--- config.mk ---
export PLATFORM = sky130hd
export DESIGN_NAME = laser_scan_reply_distance_decoder_top
export DESIGN_NICKNAME = d
export VERILOG_FILES = /design/src/lsrd_pkg.sv /design/src/lsrd_regs.sv /design/src/lsrd_parse.sv /design/src/lsrd_outq.sv /design/src/laser_scan_reply_distance_decoder_top.sv
export SDC_FILE = /design/constraint.sdc
export NUM_CORES = 1
export LEC_CHECK = 0
export ABC_CLOCK_PERIOD_IN_PS = 6250
export BUFFER_PORTS_ARGS = -buffer_cell sky130_fd_sc_hd__buf_2
export CAP_MARGIN = 5
export CORE_MARGIN = 1.5
export CORE_UTILIZATION = 51
export DETAILED_ROUTE_END_ITERATION = 10
export GPL_ROUTABILITY_DRIVEN = 0
export PLACE_DENSITY = 0.83
export SLEW_MARGIN = 40
export SYNTH_ARGS = -nofsm -noshare
export SYNTH_HDL_FRONTEND = slang
export SYNTH_SLANG_ARGS = --single-unit
--- constraint.sdc ---
create_clock -name clk -period 6.25 [get_ports clk]
set_input_delay 1.25 -clock clk [delete_from_list [all_inputs] [get_ports clk]]
set_output_delay 1.25 -clock clk [all_outputs]
set_load 0.1 [all_outputs]
--- src/lsrd_pkg.sv ---
// Shared types and constants for the laser scan reply distance decoder.
// No dependencies; used by every module of the block.
`default_nettype none

package lsrd_pkg;

  localparam int BYTE_W  = 8;
  localparam int RANGE_W = 14;
  localparam int STEP_W  = 10;
  localparam int DATA_W  = 32;
  localparam int ADDR_W  = 3;
  localparam int QUEUE_DEPTH = 4;
  localparam int QPTR_W  = $clog2(QUEUE_DEPTH);
  localparam int QCNT_W  = $clog2(QUEUE_DEPTH + 2);

  localparam logic [BYTE_W-1:0] CHAR_M    = 8'h4D;
  localparam logic [BYTE_W-1:0] CHAR_S    = 8'h53;
  localparam logic [BYTE_W-1:0] CHAR_NINE = 8'h39;
  localparam logic [BYTE_W-1:0] CHAR_B    = 8'h62;
  localparam logic [BYTE_W-1:0] CHAR_LF   = 8'h0A;
  localparam logic [31:0]       CHAR_BASE = 32'h30;

  localparam logic [2:0]        SKIP_LAST = 3'd6;
  localparam logic [STEP_W-1:0] STEP_MAX  = 10'd1023;

  localparam logic [STEP_W-1:0]  FIRST_STEP_RESET   = 10'd44;
  localparam logic [RANGE_W-1:0] MAX_DISTANCE_RESET = 14'd4000;

  localparam logic REG_FIRST_STEP   = 1'b0;
  localparam logic REG_MAX_DISTANCE = 1'b1;

  typedef struct packed {
    logic [STEP_W-1:0]  first_step;
    logic [RANGE_W-1:0] max_distance;
  } lsrd_cfg_t;

  typedef struct packed {
    logic [RANGE_W-1:0] range_value;
    logic [STEP_W-1:0]  step_index;
    logic               scan_end;
  } lsrd_result_t;

endpackage

`default_nettype wire

--- src/lsrd_regs.sv ---
// APB-style configuration registers: first_step and max_distance.
// Depends on lsrd_pkg.
`default_nettype none

module lsrd_regs (
  input  wire logic                      clk,
  input  wire logic                      rst,
  input  wire logic                      psel,
  input  wire logic                      penable,
  input  wire logic                      pwrite,
  input  wire logic [lsrd_pkg::ADDR_W-1:0] paddr,
  input  wire logic [lsrd_pkg::DATA_W-1:0] pwdata,
  output logic      [lsrd_pkg::DATA_W-1:0] prdata,
  output logic                           pready,
  output lsrd_pkg::lsrd_cfg_t            cfg
);

  logic wr_en;

  assign pready = 1'b1;
  assign wr_en  = psel && penable && pwrite;

  always_ff @(posedge clk) begin
    if (rst) begin
      cfg.first_step   <= lsrd_pkg::FIRST_STEP_RESET;
      cfg.max_distance <= lsrd_pkg::MAX_DISTANCE_RESET;
    end else if (wr_en) begin
      if (paddr[2] == lsrd_pkg::REG_FIRST_STEP) begin
        cfg.first_step <= pwdata[lsrd_pkg::STEP_W-1:0];
      end else begin
        cfg.max_distance <= pwdata[lsrd_pkg::RANGE_W-1:0];
      end
    end
  end

  always_comb begin
    if (paddr[2] == lsrd_pkg::REG_FIRST_STEP) begin
      prdata = {{(lsrd_pkg::DATA_W-lsrd_pkg::STEP_W){1'b0}}, cfg.first_step};
    end else begin
      prdata = {{(lsrd_pkg::DATA_W-lsrd_pkg::RANGE_W){1'b0}}, cfg.max_distance};
    end
  end

endmodule

`default_nettype wire

--- src/lsrd_parse.sv ---
// Input byte register and reply parser: header hunt, skip, pair decode.
// Depends on lsrd_pkg.
`default_nettype none

module lsrd_parse (
  input  wire logic                          clk,
  input  wire logic                          rst,
  input  wire logic                          in_fire,
  input  wire logic [lsrd_pkg::BYTE_W-1:0]   rx_byte,
  input  wire lsrd_pkg::lsrd_cfg_t           cfg,
  output logic                               stage_v,
  output logic                               push,
  output lsrd_pkg::lsrd_result_t             res
);

  typedef enum logic [1:0] {HUNT_MS, HUNT_99B, SKIP, DATA} phase_t;

  logic [lsrd_pkg::BYTE_W-1:0] byte_q;
  phase_t                      phase, phase_next;
  logic [1:0]                  match_progress, match_progress_next;
  logic [2:0]                  skip_count, skip_count_next;
  logic [lsrd_pkg::BYTE_W-1:0] held_char, held_char_next;
  logic                        pair_position, pair_position_next;
  logic                        last_lf, last_lf_next;
  logic [lsrd_pkg::STEP_W-1:0] pair_counter, pair_counter_next;

  logic [31:0]                 dist_wide;
  logic [lsrd_pkg::STEP_W:0]   idx_sum;
  logic                        is_lf;

  assign is_lf   = (byte_q == lsrd_pkg::CHAR_LF);
  assign idx_sum = {1'b0, cfg.first_step} + {1'b0, pair_counter};
  assign dist_wide = (({24'b0, held_char} - lsrd_pkg::CHAR_BASE) << 6)
                   | ({24'b0, byte_q} - lsrd_pkg::CHAR_BASE);

  always_comb begin
    phase_next          = phase;
    match_progress_next = match_progress;
    skip_count_next     = skip_count;
    held_char_next      = held_char;
    pair_position_next  = pair_position;
    last_lf_next        = last_lf;
    pair_counter_next   = pair_counter;
    push                = 1'b0;
    res                 = '0;
    if (stage_v) begin
      case (phase)
        HUNT_99B: begin
          if (is_lf && last_lf) begin
            phase_next          = HUNT_MS;
            match_progress_next = 2'd0;
            last_lf_next        = 1'b0;
          end else begin
            last_lf_next = is_lf;
            if (match_progress == 2'd2 && byte_q == lsrd_pkg::CHAR_B) begin
              phase_next          = SKIP;
              match_progress_next = 2'd0;
              skip_count_next     = 3'd0;
            end else if (byte_q == lsrd_pkg::CHAR_NINE) begin
              match_progress_next = (match_progress != 2'd0) ? 2'd2 : 2'd1;
            end else begin
              match_progress_next = 2'd0;
            end
          end
        end
        SKIP: begin
          if (skip_count == lsrd_pkg::SKIP_LAST) begin
            phase_next         = DATA;
            skip_count_next    = 3'd0;
            pair_position_next = 1'b0;
            held_char_next     = '0;
            last_lf_next       = 1'b0;
            pair_counter_next  = '0;
          end else begin
            skip_count_next = skip_count + 3'd1;
          end
        end
        DATA: begin
          if (is_lf) begin
            if (last_lf) begin
              push                = 1'b1;
              res.scan_end        = 1'b1;
              phase_next          = HUNT_MS;
              match_progress_next = 2'd0;
              skip_count_next     = 3'd0;
              held_char_next      = '0;
              pair_position_next  = 1'b0;
              last_lf_next        = 1'b0;
              pair_counter_next   = '0;
            end else begin
              last_lf_next       = 1'b1;
              pair_position_next = 1'b0;
              held_char_next     = '0;
            end
          end else begin
            last_lf_next = 1'b0;
            if (!pair_position) begin
              held_char_next     = byte_q;
              pair_position_next = 1'b1;
            end else begin
              push = 1'b1;
              if (dist_wide > {{(32-lsrd_pkg::RANGE_W){1'b0}}, cfg.max_distance}) begin
                res.range_value = cfg.max_distance;
              end else begin
                res.range_value = dist_wide[lsrd_pkg::RANGE_W-1:0];
              end
              res.step_index = idx_sum[lsrd_pkg::STEP_W] ? lsrd_pkg::STEP_MAX
                                                         : idx_sum[lsrd_pkg::STEP_W-1:0];
              pair_position_next = 1'b0;
              held_char_next     = '0;
              if (pair_counter != lsrd_pkg::STEP_MAX) begin
                pair_counter_next = pair_counter + 10'd1;
              end
            end
          end
        end
        default: begin
          phase_next = HUNT_MS;
          if (match_progress == 2'd1 && byte_q == lsrd_pkg::CHAR_S) begin
            phase_next          = HUNT_99B;
            match_progress_next = 2'd0;
            last_lf_next        = 1'b0;
          end else begin
            match_progress_next = (byte_q == lsrd_pkg::CHAR_M) ? 2'd1 : 2'd0;
          end
        end
      endcase
    end
  end

  always_ff @(posedge clk) begin
    if (rst) begin
      stage_v        <= 1'b0;
      phase          <= HUNT_MS;
      match_progress <= 2'd0;
      skip_count     <= 3'd0;
      held_char      <= '0;
      pair_position  <= 1'b0;
      last_lf        <= 1'b0;
      pair_counter   <= '0;
    end else begin
      stage_v        <= in_fire;
      phase          <= phase_next;
      match_progress <= match_progress_next;
      skip_count     <= skip_count_next;
      held_char      <= held_char_next;
      pair_position  <= pair_position_next;
      last_lf        <= last_lf_next;
      pair_counter   <= pair_counter_next;
    end
  end

  always_ff @(posedge clk) begin
    if (in_fire) begin
      byte_q <= rx_byte;
    end
  end

`ifndef SYNTH
  a_push_needs_byte: assert property (@(posedge clk) disable iff (rst)
    push |-> stage_v) else $error("result without a staged byte");
  a_fire_stages: assert property (@(posedge clk) disable iff (rst)
    in_fire |=> stage_v) else $error("accepted item not staged");
  a_marker_zero: assert property (@(posedge clk) disable iff (rst)
    push && res.scan_end |-> res.range_value == '0 && res.step_index == '0)
    else $error("scan end marker carries data");
  a_clamped: assert property (@(posedge clk) disable iff (rst)
    push && !res.scan_end |-> res.range_value <= cfg.max_distance)
    else $error("distance above clamp");
`endif

endmodule

`default_nettype wire

--- src/lsrd_outq.sv ---
// Small result queue between the parser and the output channel.
// Depends on lsrd_pkg.
`default_nettype none

module lsrd_outq (
  input  wire logic                          clk,
  input  wire logic                          rst,
  input  wire logic                          push,
  input  wire lsrd_pkg::lsrd_result_t        push_data,
  input  wire logic                          out_ready,
  output logic                               out_valid,
  output lsrd_pkg::lsrd_result_t             head,
  output logic [lsrd_pkg::QCNT_W-1:0]        count
);

  lsrd_pkg::lsrd_result_t           mem [lsrd_pkg::QUEUE_DEPTH];
  logic [lsrd_pkg::QPTR_W-1:0]      wr_ptr, rd_ptr;
  logic                             pop;

  assign out_valid = (count != '0);
  assign pop       = out_valid && out_ready;
  assign head      = mem[rd_ptr];

  always_ff @(posedge clk) begin
    if (rst) begin
      wr_ptr <= '0;
      rd_ptr <= '0;
      count  <= '0;
    end else begin
      if (push) begin
        wr_ptr <= wr_ptr + 1'b1;
      end
      if (pop) begin
        rd_ptr <= rd_ptr + 1'b1;
      end
      count <= count + {{(lsrd_pkg::QCNT_W-1){1'b0}}, push}
                     - {{(lsrd_pkg::QCNT_W-1){1'b0}}, pop};
    end
  end

  always_ff @(posedge clk) begin
    if (push) begin
      mem[wr_ptr] <= push_data;
    end
  end

endmodule

`default_nettype wire

--- src/laser_scan_reply_distance_decoder_top.sv ---
// Top level of the laser scan reply distance decoder.
// Depends on lsrd_pkg, lsrd_regs, lsrd_parse, lsrd_outq.
//
// Takes one reply byte per cycle when in_ready is high. An accepted byte is
// registered, then parsed in the next cycle (header hunt for "MS" and "99b",
// seven skipped bytes, two-character distance pairs, LF LF end marker); a
// result is then queued and offered at out_valid. Sustained rate is one item
// per cycle absent stalls, set by the single parse stage; a four-entry
// result queue buffers waiting results, and in_ready drops when queued
// results and the staged byte reach four. The user must write configuration
// through the APB port while the block is idle; nothing enforces this.
`default_nettype none

module laser_scan_reply_distance_decoder_top (
  input  wire logic                            clk,
  input  wire logic                            rst,
  input  wire logic                            in_valid,
  output logic                                 in_ready,
  input  wire logic [lsrd_pkg::BYTE_W-1:0]     rx_byte,
  output logic                                 out_valid,
  input  wire logic                            out_ready,
  output logic      [lsrd_pkg::RANGE_W-1:0]    range_value,
  output logic      [lsrd_pkg::STEP_W-1:0]     step_index,
  output logic                                 scan_end,
  input  wire logic                            psel,
  input  wire logic                            penable,
  input  wire logic                            pwrite,
  input  wire logic [lsrd_pkg::ADDR_W-1:0]     paddr,
  input  wire logic [lsrd_pkg::DATA_W-1:0]     pwdata,
  output logic      [lsrd_pkg::DATA_W-1:0]     prdata,
  output logic                                 pready
);

  lsrd_pkg::lsrd_cfg_t             cfg;
  lsrd_pkg::lsrd_result_t          res;
  lsrd_pkg::lsrd_result_t          head;
  logic                            stage_v;
  logic                            push;
  logic                            in_fire;
  logic [lsrd_pkg::QCNT_W-1:0]     count;
  logic [lsrd_pkg::QCNT_W-1:0]     occupied;

  assign occupied = count + {{(lsrd_pkg::QCNT_W-1){1'b0}}, stage_v};
  assign in_ready = (occupied < lsrd_pkg::QCNT_W'(lsrd_pkg::QUEUE_DEPTH));
  assign in_fire  = in_valid && in_ready;

  assign range_value = head.range_value;
  assign step_index  = head.step_index;
  assign scan_end    = head.scan_end;

  lsrd_regs u_regs (
    .clk     (clk),
    .rst     (rst),
    .psel    (psel),
    .penable (penable),
    .pwrite  (pwrite),
    .paddr   (paddr),
    .pwdata  (pwdata),
    .prdata  (prdata),
    .pready  (pready),
    .cfg     (cfg)
  );

  lsrd_parse u_parse (
    .clk     (clk),
    .rst     (rst),
    .in_fire (in_fire),
    .rx_byte (rx_byte),
    .cfg     (cfg),
    .stage_v (stage_v),
    .push    (push),
    .res     (res)
  );

  lsrd_outq u_outq (
    .clk       (clk),
    .rst       (rst),
    .push      (push),
    .push_data (res),
    .out_ready (out_ready),
    .out_valid (out_valid),
    .head      (head),
    .count     (count)
  );

endmodule

`default_nettype wire

==> impl_metrics.yaml <==
clock_network:
  holdBufCountCts: 0
  htreeDepth: 4
  cts_sinks: 169
  cts_buffer_depth: 2
  postCtsSetupBuffers: 0
  cts-root-buf: "clkbuf_16"
  cts_tree: "built"
  path_clk_slew_ns: 0.07
  clkLatencyLatePin_ns: 0.43
  numCtsBuffers: 17
  cts_resized: 0
power_and_ir_drop:
  power.share.clock_pct: 37.5
  switching_power_uw: 805.6
  leakagePower_nw: 3.169
  power.density_mw_per_mm2: 294.8
  swShare_pct: 29.42
  peakVddDrop_mv: 0.4082
  internal_power_mw: 1.933
  combPwrFrac_pct: 15.6
  seqPwrFrac_pct: 46.9
yosys:
  postSynthCellCount: 680
  synthArstFlopShare_pct: 0
  synth_top_cell_by_area: "edfxtp_1"
  yosysTopAreaCellShare_pct: 39.31
  synth_area_leaders: "edfxtp_1 39%, dfxtp_1 15%, mux4_2 6.8%, ha_1 6.1%, nand2_1 3.9%"
  yosys_warnings: 0
  ys_seq_elements: 169
  synth_area_sq_mm: 0.008249
  synth_edf_count: 108
  synth.avg_cell_area_sq_um: 12.13
  ys_seq_area_share_pct: 54.12
  synth_ff_type: "edfxtp_1"
  synth_cell_types: 65
final_layout:
  nets: 843
  layout-drive-gt1-share_pct: 20.16
  diodes: 0
  area_growth_pct: 12.59
  post-route-util_pct: 58.68
  finalNonFillerCells: 980
  fillers: 1273
outcome:
  status: "finished, final reports clean"
placed_design:
  numPlacedInstances: 948
  dpl.hpwl_um: 11470
  port_buffers: 70
worst_setup_path:
  crit_chain: "buf_2 -> inv_1 -> nor2_1 -> buf_2"
  path_buf_inv: 3
  path_max_fanout: 14
  cp_slowest_stage_delay_ns: 0.43
  critical_path_class: "in -> out"
  crit_required_ns: 5.00
  worst_setup_path_end_kind: "output port"
  critPathArrivalTime_ns: 2.36
  slowest_stage: "buf_2"
  critical-path-top-delay-family: "buffers and inverters"
  crit_top_cell: "buf_2"
  worstSetupStartpointType: "primary input"
die:
  die_area_sq_mm: 0.01695
  ios: 110
  core_area_sq_mm: 0.01583
  start_util_pct: 52.12
  die_h_um: 130.2
  die_width_um: 130.2
  row_count: 46
routing:
  detail-route-antenna-nets: 0
  drc: 0
  viasPerCell: 5.531
  drt_iter0_markers: 366
  routedWlPerCell_um: 17.02
  drtPass1Iterations: 5
  num_vias: 5420
  wl_um: 16680
timing:
  fin_setup_tns_ns: 0
  rsz0062_at_grt: "false"
  maxSlewViolCount: 0
  relSlewSlack_pct: 42.68
  finalSetupViolCount: 0
  period_share_pct: 57.71
  fin_worst_skew_ns: 0.007031
  fin_crit_ns: 3.607
  fmax_mhz: 277.3
  tightest_slew_ns: 0.8566
  finalHoldViolCount: 0
global_route:
  grt_max_degree: 54
  grt_pass1_wl_um: 26520
  grt_pass1_vias: 5128
  antenna_found_initial: 0
  grt_overflow_total: 0
  track_usage_pct: 20.98
hold_path:
  hold_class: "reg -> reg"
run:
  cap_violations: 0
[worst register-to-register path: stages, from the launching register on]
cell and delay, ns:
edfxtp_1 0.48, inv_1 0.20, ha_1 0.21, and4b_1 0.30, nand3_4 0.13, a21oi_1 0.65, inv_1 0.10, ha_1 0.31
inv_1 0.06, ha_1 0.13, inv_1 0.05, fa_1 0.37, xor2_1 0.19, xnor2_1 0.14, nor2_1 0.05
[flip-flops by register name, indices dropped and copies added (netlist names), named ones only]
register / cells
u_parse.held_char: 8
u_outq.rd_ptr: 2
u_outq.wr_ptr: 2
u_regs.cfg: 24
u_parse.phase: 1
u_parse.last_lf: 1
u_parse.pair_position: 1
u_parse.match_progress: 2
u_outq.mem: 100
u_parse.skip_count: 3
u_parse.stage_v: 1
u_parse.byte_q: 8
u_parse.pair_counter: 10
u_outq.count: 3
[cells by family after synthesis]
group                      share of synthesized area [%]
and+or+nand+nor                                    13.01
xor gates and xnor gates                           2.336
AOI/OAI and AO/OA                                  8.843
DFF                                                54.12
adders and majority gates                          6.552
buffers and inverters                              4.687
other                                            0.09104
muxes                                              10.36
[layout by cell type, fill, tap and decap left out, types with 3 or more instances in the layout]
| master | instances |
|---|---|
| a21o_1 | 5 |
| a22oi_1 | 8 |
| and2_1 | 8 |
| inv_6 | 4 |
| nor3_2 | 3 |
| and3_1 | 3 |
| edfxtp_1 | 108 |
| dfxtp_1 | 60 |
| nor3_1 | 5 |
| a211o_1 | 6 |
| nand4_1 | 9 |
| or3_1 | 3 |
| clkinv_1 | 4 |
| ha_1 | 40 |
| mux4_2 | 25 |
| o21a_1 | 3 |
| nor2b_1 | 7 |
| a21oi_1 | 46 |
| conb_1 | 19 |
| nand4b_1 | 5 |
| nand3_1 | 10 |
| o21bai_1 | 3 |
| xor2_1 | 16 |
| mux2_2 | 9 |
| mux2i_1 | 19 |
| o21ai_0 | 8 |
| buf_4 | 7 |
| clkbuf_16 | 17 |
| xnor2_1 | 6 |
| nand2b_1 | 12 |
| nor2_1 | 51 |
| nand3b_1 | 4 |
| inv_1 | 29 |
| nand2_1 | 85 |
| buf_2 | 70 |
[per-stage QoR]
step / hold WS [ns] / worst slack [ns] / power, mW / instance area, sq um
floorplan: 0.4496 / 1.399 / 1.667 / 8313
global placement: 0.4617 / 2.660 / 1.732 / 8710
detailed placement: 0.4666 / 2.661 / 1.737 / 8717
CTS: 0.4821 / 2.665 / 2.759 / 9288
global route: 0.5055 / 2.487 / 2.848 / 9288
finish: 0.4839 / 2.643 / 2.738 / 9288
[power by group through the flow]
stage / Combinational [mW] / Sequential, mW / Clock (mW)
finish: 0.426 / 1.28 / 1.03
global route: 0.458 / 1.30 / 1.09
CTS: 0.429 / 1.29 / 1.04
detailed placement: 0.425 / 1.31 / 0
global placement: 0.422 / 1.31 / 0
floorplan: 0.411 / 1.26 / 0
[routing by layer]
metal,routed length [um],up-vias,track usage (%)
met5,0,-,0
met4,399,0,8.170
met3,1176,36,5.658
met2,7881,190,33.84
met1,7224,2602,27.05
li1,-,2592,-
[cell usage after synthesis, types with 2 or more instances]
cell type	number
fa_1	2
o21ai_0	8
buf_2	2
clkbuf_1	15
a211o_1	6
and2_1	9
and3_1	3
nand2b_1	12
nor3_1	5
xnor2_1	6
nand3b_1	4
nor2b_1	7
nand4b_1	5
dfxtp_1	61
o211ai_1	2
mux2i_1	19
nor4_1	2
a211oi_1	2
nand2_1	85
a21oi_1	46
edfxtp_1	108
a31oi_1	2
xor2_1	16
nand3_1	10
buf_6	4
or3_1	3
o21ai_1	2
mux4_2	25
buf_4	19
conb_1	2
a311oi_1	2
o21bai_1	3
a22oi_1	8
nor2_1	51
ha_1	40
inv_1	29
a21o_1	5
nand4_1	9
and4b_1	2
nor3_2	3
o21a_1	3
mux2_2	9
o41a_1	2
[cell type report]
class	count	area, sq um	area share (%)
clock buffer	18	429.2	4.621
clock inverter	14	141.4	1.522
inverter	29	108.9	1.172
multi-input combinational	457	3467	37.33
sequential	169	4468	48.11
tap	216	270.3	2.910
timing repair buffer	77	402.9	4.338
[path summary, 6_finish.rpt]
check                           depth (start not counted)  slack, ns                     endpoint                         from
worst max-delay path                                    4       2.64                   prdata[12]                     paddr[2]
worst min-delay path                                    2       0.48  u_regs.cfg[23]$_SDFFE_PP0P_  u_regs.cfg[23]$_SDFFE_PP0P_
worst max register to register                         14       2.76   u_outq.count[2]$_SDFF_PP0_  u_parse.byte_q[4]$_DFFE_PP_
worst min register to register                          2       0.48  u_regs.cfg[23]$_SDFFE_PP0P_  u_regs.cfg[23]$_SDFFE_PP0P_
Note: power is estimated with default switching activity, not from simulation.
